--- config.mk ---
export PLATFORM = sky130hd
export DESIGN_NAME = heart_rate_accel_tracker_core
export DESIGN_NICKNAME = d
export VERILOG_FILES = /design/src/sv/hrat_pkg.sv /design/src/sv/hrat_div.sv /design/src/sv/heart_rate_accel_tracker_core.sv
export SDC_FILE = /design/constraint.sdc
export NUM_CORES = 1
export LEC_CHECK = 0
export CORE_MARGIN = 5
export CORE_UTILIZATION = 50
export DETAILED_ROUTE_END_ITERATION = 10
export DONT_BUFFER_PORTS = 1
export PLACE_DENSITY_LB_ADDON = 0.2
export SYNTH_ARGS = -nofsm -noshare
export SYNTH_HDL_FRONTEND = slang
export SYNTH_HIERARCHICAL = 1
export SYNTH_SLANG_ARGS = --single-unit
--- constraint.sdc ---
create_clock -name clk -period 11.2 [get_ports clk]
set_input_delay 0.56 -clock clk [delete_from_list [all_inputs] [get_ports clk]]
set_output_delay 0.56 -clock clk [all_outputs]
set_load 0.005 [all_outputs]
--- src/sv/hrat_pkg.sv ---
// ----------------------------------------------------------------------------
// hrat_pkg
// shared constants and types for the heart rate and acceleration tracker
// ----------------------------------------------------------------------------
package hrat_pkg;

    localparam int DEF_TIME_WIDTH     = 32;
    localparam int DEF_RATE_FRAC_BITS = 8;

    // milliseconds in one minute
    localparam int MS_PER_MIN = 60000;

    localparam int IN_TIME_W  = 32;
    localparam int CFG_DATA_W = 8;
    localparam int CFG_IDX_W  = 2;
    localparam int WIN_W      = 7;
    localparam int CNT_W      = 8;
    localparam int TOTAL_W    = 16;
    localparam int AVG_RATE_W = 16;
    localparam int AVG_ACC_W  = 18;

    localparam logic [WIN_W-1:0] WIN_MAX = 7'd64;

    localparam logic [CFG_DATA_W-1:0] MIN_RATE_RST = 8'd40;
    localparam logic [CFG_DATA_W-1:0] MAX_RATE_RST = 8'd200;
    localparam logic [WIN_W-1:0]      WINDOW_RST   = 7'd5;

    typedef enum logic [CFG_IDX_W-1:0] {
        CFG_MIN_RATE = 2'd0,
        CFG_MAX_RATE = 2'd1,
        CFG_WINDOW   = 2'd2
    } cfg_idx_t;

    typedef struct packed {
        logic busy;
        logic done;
    } div_stat_t;

endpackage

--- src/sv/hrat_div.sv ---
// ----------------------------------------------------------------------------
// hrat_div
// shared restoring divider, one quotient bit per cycle
// ----------------------------------------------------------------------------
module hrat_div #(
    parameter int NUM_W = 24,
    parameter int DEN_W = 32
) (
    input  logic               clk,
    input  logic               rst_n,
    input  logic               start,
    input  logic [NUM_W-1:0]   num,
    input  logic [DEN_W-1:0]   den,
    output logic [NUM_W-1:0]   quo,
    output hrat_pkg::div_stat_t stat
);

    localparam int CW = $clog2(NUM_W + 1);

    logic             busy_reg, busy_next;
    logic             done_reg, done_next;
    logic [CW-1:0]    cnt_reg, cnt_next;
    logic [NUM_W-1:0] quo_reg, quo_next;
    logic [DEN_W-1:0] rem_reg, rem_next;
    logic [DEN_W-1:0] den_reg, den_next;
    logic [DEN_W:0]   rem_sh;
    logic [DEN_W+1:0] trial;
    logic             fits;

    assign rem_sh = {rem_reg, quo_reg[NUM_W-1]};
    assign trial  = {1'b0, rem_sh} - {2'b00, den_reg};
    assign fits   = ~trial[DEN_W+1];

    always_comb
    begin
        busy_next = busy_reg;
        done_next = 1'b0;
        cnt_next  = cnt_reg;
        quo_next  = quo_reg;
        rem_next  = rem_reg;
        den_next  = den_reg;
        if (start)
        begin
            busy_next = 1'b1;
            cnt_next  = CW'(NUM_W);
            quo_next  = num;
            rem_next  = '0;
            den_next  = den;
        end
        else if (busy_reg)
        begin
            rem_next = fits ? trial[DEN_W-1:0] : rem_sh[DEN_W-1:0];
            quo_next = {quo_reg[NUM_W-2:0], fits};
            cnt_next = cnt_reg - 1'b1;
            if (cnt_reg == CW'(1))
            begin
                busy_next = 1'b0;
                done_next = 1'b1;
            end
        end
    end

    always_ff @(posedge clk or negedge rst_n)
    begin
        if (!rst_n)
        begin
            busy_reg <= 1'b0;
            done_reg <= 1'b0;
            cnt_reg  <= '0;
        end
        else
        begin
            busy_reg <= busy_next;
            done_reg <= done_next;
            cnt_reg  <= cnt_next;
        end
    end

    always_ff @(posedge clk)
    begin
        quo_reg <= quo_next;
        rem_reg <= rem_next;
        den_reg <= den_next;
    end

    assign quo       = quo_reg;
    assign stat.busy = busy_reg;
    assign stat.done = done_reg;

endmodule

--- src/sv/heart_rate_accel_tracker_core.sv ---
// ----------------------------------------------------------------------------
// heart_rate_accel_tracker_core
// heart rate and rate-change tracker fed by beat timestamps
// ----------------------------------------------------------------------------
// flow: a beat with no usable interval goes from accept straight to the output
//   state; otherwise the rate is divided, and an accepted rate is then averaged
// throughput: one item at a time, held by any output stall, through the shared
//   bit-serial divider (up to three divisions per accepted beat)
// reset: asynchronous active low; clears all tracking state and loads
//   default bounds and window
module heart_rate_accel_tracker_core #(
    parameter int TIME_WIDTH     = hrat_pkg::DEF_TIME_WIDTH,
    parameter int RATE_FRAC_BITS = hrat_pkg::DEF_RATE_FRAC_BITS
) (
    input  logic                                clk,
    input  logic                                rst_n,
    input  logic                                cfg_we,
    input  logic [hrat_pkg::CFG_IDX_W-1:0]      cfg_index,
    input  logic [hrat_pkg::CFG_DATA_W-1:0]     cfg_data,
    input  logic                                in_valid,
    output logic                                in_ready,
    input  logic [hrat_pkg::IN_TIME_W-1:0]      beat_time_ms,
    output logic                                out_valid,
    input  logic                                out_ready,
    output logic [hrat_pkg::AVG_RATE_W-1:0]     avg_rate,
    output logic                                rate_valid,
    output logic signed [hrat_pkg::AVG_ACC_W-1:0] avg_accel,
    output logic                                accel_valid,
    output logic                                beat_accepted,
    output logic [hrat_pkg::TOTAL_W-1:0]        beat_total
);

    import hrat_pkg::*;

    localparam int TW = TIME_WIDTH;
    localparam int F  = RATE_FRAC_BITS;
    localparam int RW = F + 8;
    localparam int AW = RW + 1;
    localparam int SW = AW + 8;
    localparam int NW = F + 16;
    localparam logic [NW-1:0] RATE_NUM = NW'(MS_PER_MIN) << F;

    typedef enum logic [3:0] {
        S_IDLE,
        S_RATE_GO,
        S_RATE_WAIT,
        S_CHECK,
        S_AVG_MUL,
        S_AVG_GO,
        S_AVG_WAIT,
        S_ACC_MUL,
        S_ACC_GO,
        S_ACC_WAIT,
        S_OUT
    } state_t;

    state_t state_reg, state_next;

    logic [CFG_DATA_W-1:0] min_reg, min_next;
    logic [CFG_DATA_W-1:0] max_reg, max_next;
    logic [WIN_W-1:0]      win_reg, win_next;

    logic [TW-1:0]         last_reg, last_next;
    logic [TW-1:0]         ival_reg, ival_next;
    logic [NW-1:0]         inst_reg, inst_next;
    logic [RW-1:0]         ravg_reg, ravg_next;
    logic [RW-1:0]         prev_reg, prev_next;
    logic signed [AW-1:0]  acc_reg, acc_next;
    logic [CNT_W-1:0]      cnt_reg, cnt_next;
    logic [TOTAL_W-1:0]    total_reg, total_next;
    logic                  acpt_reg, acpt_next;
    logic                  neg_reg, neg_next;
    logic [RW+5:0]         prod_reg, prod_next;
    logic signed [SW-1:0]  sprod_reg, sprod_next;

    logic                  ov_reg, ov_next;
    logic [AVG_RATE_W-1:0] o_rate_reg, o_rate_next;
    logic                  o_rv_reg, o_rv_next;
    logic [AVG_ACC_W-1:0]  o_acc_reg, o_acc_next;
    logic                  o_av_reg, o_av_next;
    logic                  o_ba_reg, o_ba_next;
    logic [TOTAL_W-1:0]    o_tot_reg, o_tot_next;

    logic [TW-1:0]         t_in;
    logic [TW-1:0]         ival_in;
    logic [WIN_W-1:0]      w_eff;
    logic [CNT_W-1:0]      two_w;
    logic [WIN_W-1:0]      n_val;
    logic [5:0]            n_m1;
    logic [CNT_W-1:0]      m_raw;
    logic [CNT_W-1:0]      m_val;
    logic [6:0]            m_m1;
    logic [RW-1:0]         inst_rw;
    logic [NW-1:0]         lo_b, hi_b;
    logic signed [SW-1:0]  sum_s;
    logic [SW-1:0]         mag;
    logic [31:0]           rate_ext;
    logic signed [31:0]    acc_ext;

    logic                  div_start;
    logic [NW-1:0]         div_num;
    logic [TW-1:0]         div_den;
    logic [NW-1:0]         div_quo;
    div_stat_t             div_stat;

    hrat_div #(
        .NUM_W (NW),
        .DEN_W (TW)
    ) u_div (
        .clk   (clk),
        .rst_n (rst_n),
        .start (div_start),
        .num   (div_num),
        .den   (div_den),
        .quo   (div_quo),
        .stat  (div_stat)
    );

    // window clamp and averaging lengths
    always_comb
    begin
        if (win_reg == '0)
            w_eff = WIN_W'(1);
        else if (win_reg > WIN_MAX)
            w_eff = WIN_MAX;
        else
            w_eff = win_reg;
        two_w = {w_eff, 1'b0};
        n_val = (cnt_reg < CNT_W'(w_eff)) ? cnt_reg[WIN_W-1:0] : w_eff;
        if (n_val == '0)
            n_val = WIN_W'(1);
        n_m1  = 6'(n_val - 1'b1);
        m_raw = cnt_reg - 1'b1;
        m_val = (m_raw > two_w) ? two_w : m_raw;
        if (m_val == '0)
            m_val = CNT_W'(1);
        m_m1  = 7'(m_val - 1'b1);
    end

    assign t_in    = TW'(beat_time_ms);
    assign ival_in = t_in - last_reg;
    assign inst_rw = inst_reg[RW-1:0];
    assign lo_b    = NW'(min_reg) << F;
    assign hi_b    = NW'(max_reg) << F;
    assign sum_s   = sprod_reg + $signed({1'b0, inst_rw}) - $signed({1'b0, prev_reg});
    assign mag     = sum_s[SW-1] ? SW'(-sum_s) : SW'(sum_s);

    // divider operand select
    always_comb
    begin
        div_start = 1'b0;
        div_num   = RATE_NUM;
        div_den   = ival_reg;
        unique case (state_reg)
            S_RATE_GO:
            begin
                div_start = 1'b1;
            end
            S_AVG_GO:
            begin
                div_start = 1'b1;
                div_num   = NW'(inst_rw) + NW'(prod_reg);
                div_den   = TW'(n_val);
            end
            S_ACC_GO:
            begin
                div_start = 1'b1;
                div_num   = NW'(mag);
                div_den   = TW'(m_val);
            end
            default:
            begin
                div_start = 1'b0;
            end
        endcase
    end

    always_comb
    begin
        state_next  = state_reg;
        min_next    = min_reg;
        max_next    = max_reg;
        win_next    = win_reg;
        last_next   = last_reg;
        ival_next   = ival_reg;
        inst_next   = inst_reg;
        ravg_next   = ravg_reg;
        prev_next   = prev_reg;
        acc_next    = acc_reg;
        cnt_next    = cnt_reg;
        total_next  = total_reg;
        acpt_next   = acpt_reg;
        neg_next    = neg_reg;
        prod_next   = prod_reg;
        sprod_next  = sprod_reg;
        ov_next     = ov_reg && !out_ready;
        o_rate_next = o_rate_reg;
        o_rv_next   = o_rv_reg;
        o_acc_next  = o_acc_reg;
        o_av_next   = o_av_reg;
        o_ba_next   = o_ba_reg;
        o_tot_next  = o_tot_reg;
        rate_ext    = 32'(ravg_reg);
        acc_ext     = 32'(acc_reg);

        if (cfg_we)
        begin
            unique case (cfg_index)
                CFG_MIN_RATE: min_next = cfg_data;
                CFG_MAX_RATE: max_next = cfg_data;
                CFG_WINDOW:   win_next = cfg_data[WIN_W-1:0];
                default:      ;
            endcase
        end

        unique case (state_reg)
            S_IDLE:
            begin
                if (in_valid)
                begin
                    acpt_next = 1'b0;
                    last_next = t_in;
                    ival_next = ival_in;
                    if (total_reg != '1)
                        total_next = total_reg + 1'b1;
                    if (last_reg != '0 && ival_in != '0)
                        state_next = S_RATE_GO;
                    else
                        state_next = S_OUT;
                end
            end
            S_RATE_GO:
            begin
                state_next = S_RATE_WAIT;
            end
            S_RATE_WAIT:
            begin
                if (div_stat.done)
                begin
                    inst_next  = div_quo;
                    state_next = S_CHECK;
                end
            end
            S_CHECK:
            begin
                if (inst_reg > lo_b && inst_reg < hi_b)
                begin
                    acpt_next = 1'b1;
                    if (cnt_reg <= two_w)
                        cnt_next = cnt_reg + 1'b1;
                    state_next = S_AVG_MUL;
                end
                else
                begin
                    state_next = S_OUT;
                end
            end
            S_AVG_MUL:
            begin
                prod_next  = ravg_reg * n_m1;
                state_next = S_AVG_GO;
            end
            S_AVG_GO:
            begin
                state_next = S_AVG_WAIT;
            end
            S_AVG_WAIT:
            begin
                if (div_stat.done)
                begin
                    ravg_next = div_quo[RW-1:0];
                    if (prev_reg != '0)
                    begin
                        state_next = S_ACC_MUL;
                    end
                    else
                    begin
                        prev_next  = inst_rw;
                        state_next = S_OUT;
                    end
                end
            end
            S_ACC_MUL:
            begin
                sprod_next = acc_reg * $signed({1'b0, m_m1});
                state_next = S_ACC_GO;
            end
            S_ACC_GO:
            begin
                neg_next   = sum_s[SW-1];
                prev_next  = inst_rw;
                state_next = S_ACC_WAIT;
            end
            S_ACC_WAIT:
            begin
                if (div_stat.done)
                begin
                    acc_next   = neg_reg ? -$signed(AW'(div_quo[RW-1:0]))
                                         : $signed(AW'(div_quo[RW-1:0]));
                    state_next = S_OUT;
                end
            end
            S_OUT:
            begin
                if (!ov_reg || out_ready)
                begin
                    ov_next     = 1'b1;
                    o_rate_next = (rate_ext > 32'h0000_FFFF) ? '1 : rate_ext[15:0];
                    o_rv_next   = (cnt_reg >= CNT_W'(1));
                    o_acc_next  = acc_ext[AVG_ACC_W-1:0];
                    o_av_next   = (cnt_reg >= CNT_W'(2));
                    o_ba_next   = acpt_reg;
                    o_tot_next  = total_reg;
                    state_next  = S_IDLE;
                end
            end
            default:
            begin
                state_next = S_IDLE;
            end
        endcase
    end

    always_ff @(posedge clk or negedge rst_n)
    begin
        if (!rst_n)
        begin
            state_reg <= S_IDLE;
            min_reg   <= MIN_RATE_RST;
            max_reg   <= MAX_RATE_RST;
            win_reg   <= WINDOW_RST;
            last_reg  <= '0;
            ravg_reg  <= '0;
            prev_reg  <= '0;
            acc_reg   <= '0;
            cnt_reg   <= '0;
            total_reg <= '0;
            acpt_reg  <= 1'b0;
            ov_reg    <= 1'b0;
        end
        else
        begin
            state_reg <= state_next;
            min_reg   <= min_next;
            max_reg   <= max_next;
            win_reg   <= win_next;
            last_reg  <= last_next;
            ravg_reg  <= ravg_next;
            prev_reg  <= prev_next;
            acc_reg   <= acc_next;
            cnt_reg   <= cnt_next;
            total_reg <= total_next;
            acpt_reg  <= acpt_next;
            ov_reg    <= ov_next;
        end
    end

    always_ff @(posedge clk)
    begin
        ival_reg   <= ival_next;
        inst_reg   <= inst_next;
        neg_reg    <= neg_next;
        prod_reg   <= prod_next;
        sprod_reg  <= sprod_next;
        o_rate_reg <= o_rate_next;
        o_rv_reg   <= o_rv_next;
        o_acc_reg  <= o_acc_next;
        o_av_reg   <= o_av_next;
        o_ba_reg   <= o_ba_next;
        o_tot_reg  <= o_tot_next;
    end

    assign in_ready      = (state_reg == S_IDLE);
    assign out_valid     = ov_reg;
    assign avg_rate      = o_rate_reg;
    assign rate_valid    = o_rv_reg;
    assign avg_accel     = $signed(o_acc_reg);
    assign accel_valid   = o_av_reg;
    assign beat_accepted = o_ba_reg;
    assign beat_total    = o_tot_reg;

endmodule

# == Word-level counts from Yosys, hierarchy flattened ==
# Index checks and enable logic that the tools add are counted.
# classes
n_addsub,13
n_mul,2
div_mod_pow,0
magnitude_cmp,8
n_eq_ne,21
n_shift,0
n_mux,39
n_bitwise,1
n_reduce_logical,31
# op_table
cell,n
24-bit 2-to-1 mux,3
32-bit case mux with 2 select lines,1
32-bit nonzero test,2
24-bit case mux with 2 select lines,1
4-bit case mux with 11 select lines,1
33-bit by 32-bit subtractor with 34-bit output,1
16-bit 2-to-1 mux,2
32-bit 2-to-1 mux,1
4-bit 2-to-1 mux,8
16-bit case mux with 2 select lines,1
32-bit subtractor,1
7-bit 2-to-1 mux,4
25-bit by 17-bit adder with 25-bit output,1
17-bit by 8-bit multiplier with 25-bit output,1
25-bit by 17-bit subtractor with 25-bit output,1
24-bit by 16-bit > comparator with 1-bit output,1
24-bit by 16-bit less-than comparator with 1-bit output,1
24-bit negation,1
16-bit by 22-bit adder with 23-bit output,1
16-bit by 6-bit multiplier with 22-bit output,1
17-bit 2-to-1 mux,1
16-bit negation with 17-bit output,1
"16-bit by 1-bit adder with 16-bit output, second input constant",1
"4-bit by 3-bit == test with 1-bit output, second input constant",4
38 further kinds,74
# totals
reg_bits,385
latchBits,0
mem_bits_rw,0
romBits,0
input_bits,47
out_inout_bits,55
word_cells,144
memories,0

# == Depth between registers and ports, before layout ==
# depth
word_depth,9
depth_mapped,40
mapped_depth_nobuf,38

# == Modules after synthesis ==
# The synthesis kept the hierarchy.
# by_module_without_submodules
mod,n_inst,cells_per_inst,area_per_inst_um2,seq_area_each_um2
heart_rate_accel_tracker_core,1,2554,24667.4,8046.5
hrat_div,1,548,5639.2,2497.4

# == Worst setup path before layout ==
# Ideal clock, no wire load.
# synth_path
path_kind,register to register
from,"register, netlist name cnt_reg[0]"
to,"register sprod_reg[24], data pin"
setup_time_ns,0.260
arrival_time_ns,8.502
required_time_ns,10.940
path_slack_ns,2.438
stages_incl_launch_ff,38
path_buffers,2
synth_period_minus_slack_ns,8.762
path_cell_list,dfrtp_1 -> inv_1 -> ha_1 -> nor2b_1 -> nand3_1 -> xor2_1 -> inv_1 -> ha_1 -> nor2b_1 -> o21ai_0 -> o21ai_0 -> o22ai_1 -> mux2i_1 -> or2_2 -> nor3_1 -> a31oi_1 -> clkbuf_1 -> ha_1 -> [2 not listed] -> clkbuf_1 -> nand2_1 -> fa_1 -> fa_1 -> inv_1 -> fa_1 -> inv_1 -> fa_1 -> inv_1 -> ha_1 -> a21oi_1 -> o21ai_0 -> a41oi_1 -> a211oi_1 -> o31a_1 -> a21o_1 -> a21oi_1 -> xnor2_1
# synth_lines
item,line,source
"end signal, assigned",heart_rate_accel_tracker_core.sv:364,sprod_reg <= sprod_next;
"end, declared",heart_rate_accel_tracker_core.sv:74,"logic signed [SW-1:0] sprod_reg, sprod_next;"

==> impl_metrics.tcl <==
set metrics [dict create \
    outcome "completed" \
    critical_path_class "flop to flop" \
    globalRouteMet1Util_pct 34.6 \
    setup_total_negative_slack_ns 0 \
    sequentialPowerShare_pct 29.3 \
    dp.final_hpwl_um 58800 \
    tot_gr_track_use_pct 23.0 \
    clockBufferDepth 3 \
    worstReg2RegStart "cnt_reg[0]$_DFFE_PN0P_" \
    placed_cells_incl_taps 3829 \
    synth.cell_area_um2 30300 \
    regToRegSetupSlack_ns 0.85 \
    diodes 0 \
    holdPathEnd "min_reg[5]$_DFFE_PN1P_" \
    critical_path.most_common_cell "inv_1" \
    max_cap_violations 0 \
    final_min_period_over_clock_period_pct 92.4 \
    full_die_area_um2 65600 \
    finalMaxSlewViolations 0 \
    total_i_o_pin_count 102 \
    htree_levels 2 \
    layout.cell_area.non_filler_um2 32700 \
    n_fill_cell 5264 \
    critPathTopFamily "adder cells" \
    post_drt_wl_per_cell_um 19.5 \
    worst_hold_path.num_cells 2 \
    grt_residual_overflow 0 \
    power_density_nw_per_um2 239 \
    worst_slew_margin_rel_pct 11.8 \
    clkTransAtPathRegs_ns 0.06 \
    ys_warn_count 6 \
    grt_max_degree 142 \
    util_after_layout_pct 54.3 \
    min-delay-start "cfg_data[5]" \
    routed_wl_um 76400 \
    placedInstanceArea_um2 31100 \
    syn-instance-count 3101 \
    port_buffers 0 \
    cts_buffer_count 46 \
    drt-pass1-iter-count 7 \
    nNetsFinal 3541 \
    antenna_found_initial 0 \
    largest_incremental_delay_on_the_critical_path_ns 1.03 \
    globalplace.congestion 0.905 \
    die_x_um 256 \
    drt_drc_violations_left 0 \
    end_kind "flop" \
    cts_hold_buffers 2 \
    power.switching_fraction_pct 43.1 \
    fp.dieH_um 256 \
    num_rows 90 \
    syn-num-nets 3545 \
    groute.layer.met3.usage_pct 4.69 \
    timing.critical_path.arrival_ns 10.64 \
    fin_crit_ns 10.35 \
    rsz0062_at_grt "no" \
    min_path_type "input pin to flop" \
    clkLatencyLatePin_ns 0.59 \
    cts-root-buf "clkbuf_16" \
    busiest_layer "met2" \
    max_clock_freq_mhz 96.7 \
    power.static_leakage_nw 14.4 \
    worst-endpoint-required_ns 11.50 \
    post_cts.repair.setup_buffers 0 \
    vias_per_cell 5.73 \
    detailedPlace.worstSlack_ns 1.10 \
    first_iter_violations 1611 \
    initial_utilization_pct 50.3 \
    layoutNonFillerInstCount 3915 \
    core-area_um2 60200 \
    regArea_um2 10500 \
    worstReg2RegEnd "sprod_reg[24]$_DFFE_PP_" \
    use_met2_pct 34.8 \
    cts_tree "built" \
    flow.area_growth_from_synthesis_pct 8.05 \
    final_hold_viol_count 0 \
    critPathLaunchType "flop" \
    clock-sinks 385 \
    post_cts_repair_resize_count 0 \
    cell_internal_pwr_mw 4.46 \
    net-switching-power_mw 3.37 \
    ir_drop_mv 0.132 \
    layout-drive-gt1-share_pct 8.17 \
    first_global_vias 22347 \
    grt_pass1_wl_um 124000 \
    critical_path_buf_inv_count 6 \
    timing_worst_slew_pin_value_ns 1.32 \
    worst_clock_skew_ns 0.0442 \
    clock_power_share_pct 19.7 \
    routed_antenna_nets 0 \
    via_count 22428 \
    crit_path_max_fanout 19 \
    critPathLaunch "cnt_reg[0]$_DFFE_PN0P_" \
    synthesis.area_per_instance_um2 9.77 \
    cp_slowest_cell "xor2_1" \
    multiInputGateArea_um2 17900 \
    power.combinational.fraction_pct 50.9 \
    setup-violations-final 0 \
    final_worst_setup_slack_ns 0.854 \
    timing.reg2reg.worst_path_depth 35 \
]
==> worst reg2reg max path: cells and delay by family (launching register included) <==
kind	cells	cell delay, ns
adder cells (fa/ha/maj)	8	3.09
multiplexers	1	0.32
flip-flops	1	0.47
AO/OA/AOI/OAI	11	2.89
AND/OR/NAND/NOR	6	1.33
buffers and inverters	6	0.66
XOR/XNOR	3	1.32
==> final cells by class <==
type,instances,area share (%)
clock buffers,50,3.63
clock inverters,34,1.13
flip-flops and latches,385,32.2
repair buffers,26,0.665
well taps,782,2.99
multi-input cells,2231,54.7
inverters,407,4.67
==> metrics by stage <==
stage / total power, mW / hold slack, ns
floorplan: 5.21 / 0.264
global placement: 6.12 / 0.272
detailed placement: 6.22 / 0.271
CTS: 7.82 / 0.0378
global route: 8.41 / 0.0497
finish: 7.83 / 0.0781
==> worst max-delay path by stage <==
stage                                    to  slack [ns]  depth (start not counted)
finish              sprod_reg[24]$_DFFE_PP_        0.85                         35
global route        sprod_reg[24]$_DFFE_PP_        0.20                         36
CTS                 sprod_reg[24]$_DFFE_PP_        1.02                         35
detailed placement  sprod_reg[24]$_DFFE_PP_        1.10                         35
global placement    sprod_reg[24]$_DFFE_PP_        1.37                         35
floorplan           sprod_reg[24]$_DFFE_PP_        2.44                         37
==> placed cells by master, fill, tap and decap left out, types with 24 or more instances in the layout <==
master / count
dfxtp_1: 32
a211oi_1: 27
and3_1: 25
nor3_1: 39
a21oi_1: 137
a21o_1: 56
nor2b_1: 94
dfrtp_1: 133
xnor2_1: 112
inv_1: 405
edfxtp_1: 212
xor2_1: 62
ha_1: 230
and2_1: 124
nand3_1: 51
fa_1: 167
nand2_1: 282
o21a_1: 24
mux2_2: 80
clkbuf_16: 47
o21ai_0: 157
buf_4: 24
nand2b_1: 54
nor2_1: 147
nor4_1: 28
==> per-layer routing <==
| metal | vias up | share of wire (%) |
|---|---|---|
| met1 | 11056 | 48 |
| met5 | - | 0 |
| met3 | 96 | 7.0 |
| met2 | 575 | 43 |
| met4 | 0 | 1.8 |
| li1 | 10701 | - |
==> power groups by stage <==
| stage | clock (mW) | combinational, mW | sequential (mW) |
|---|---|---|---|
| CTS | 1.58 | 3.94 | 2.29 |
| detailed placement | 0 | 3.91 | 2.32 |
| floorplan | 0 | 3.04 | 2.17 |
| finish | 1.54 | 3.99 | 2.30 |
| global placement | 0 | 3.82 | 2.30 |
| global route | 1.65 | 4.42 | 2.34 |
No activity file was read; power rests on OpenSTA's default activity.
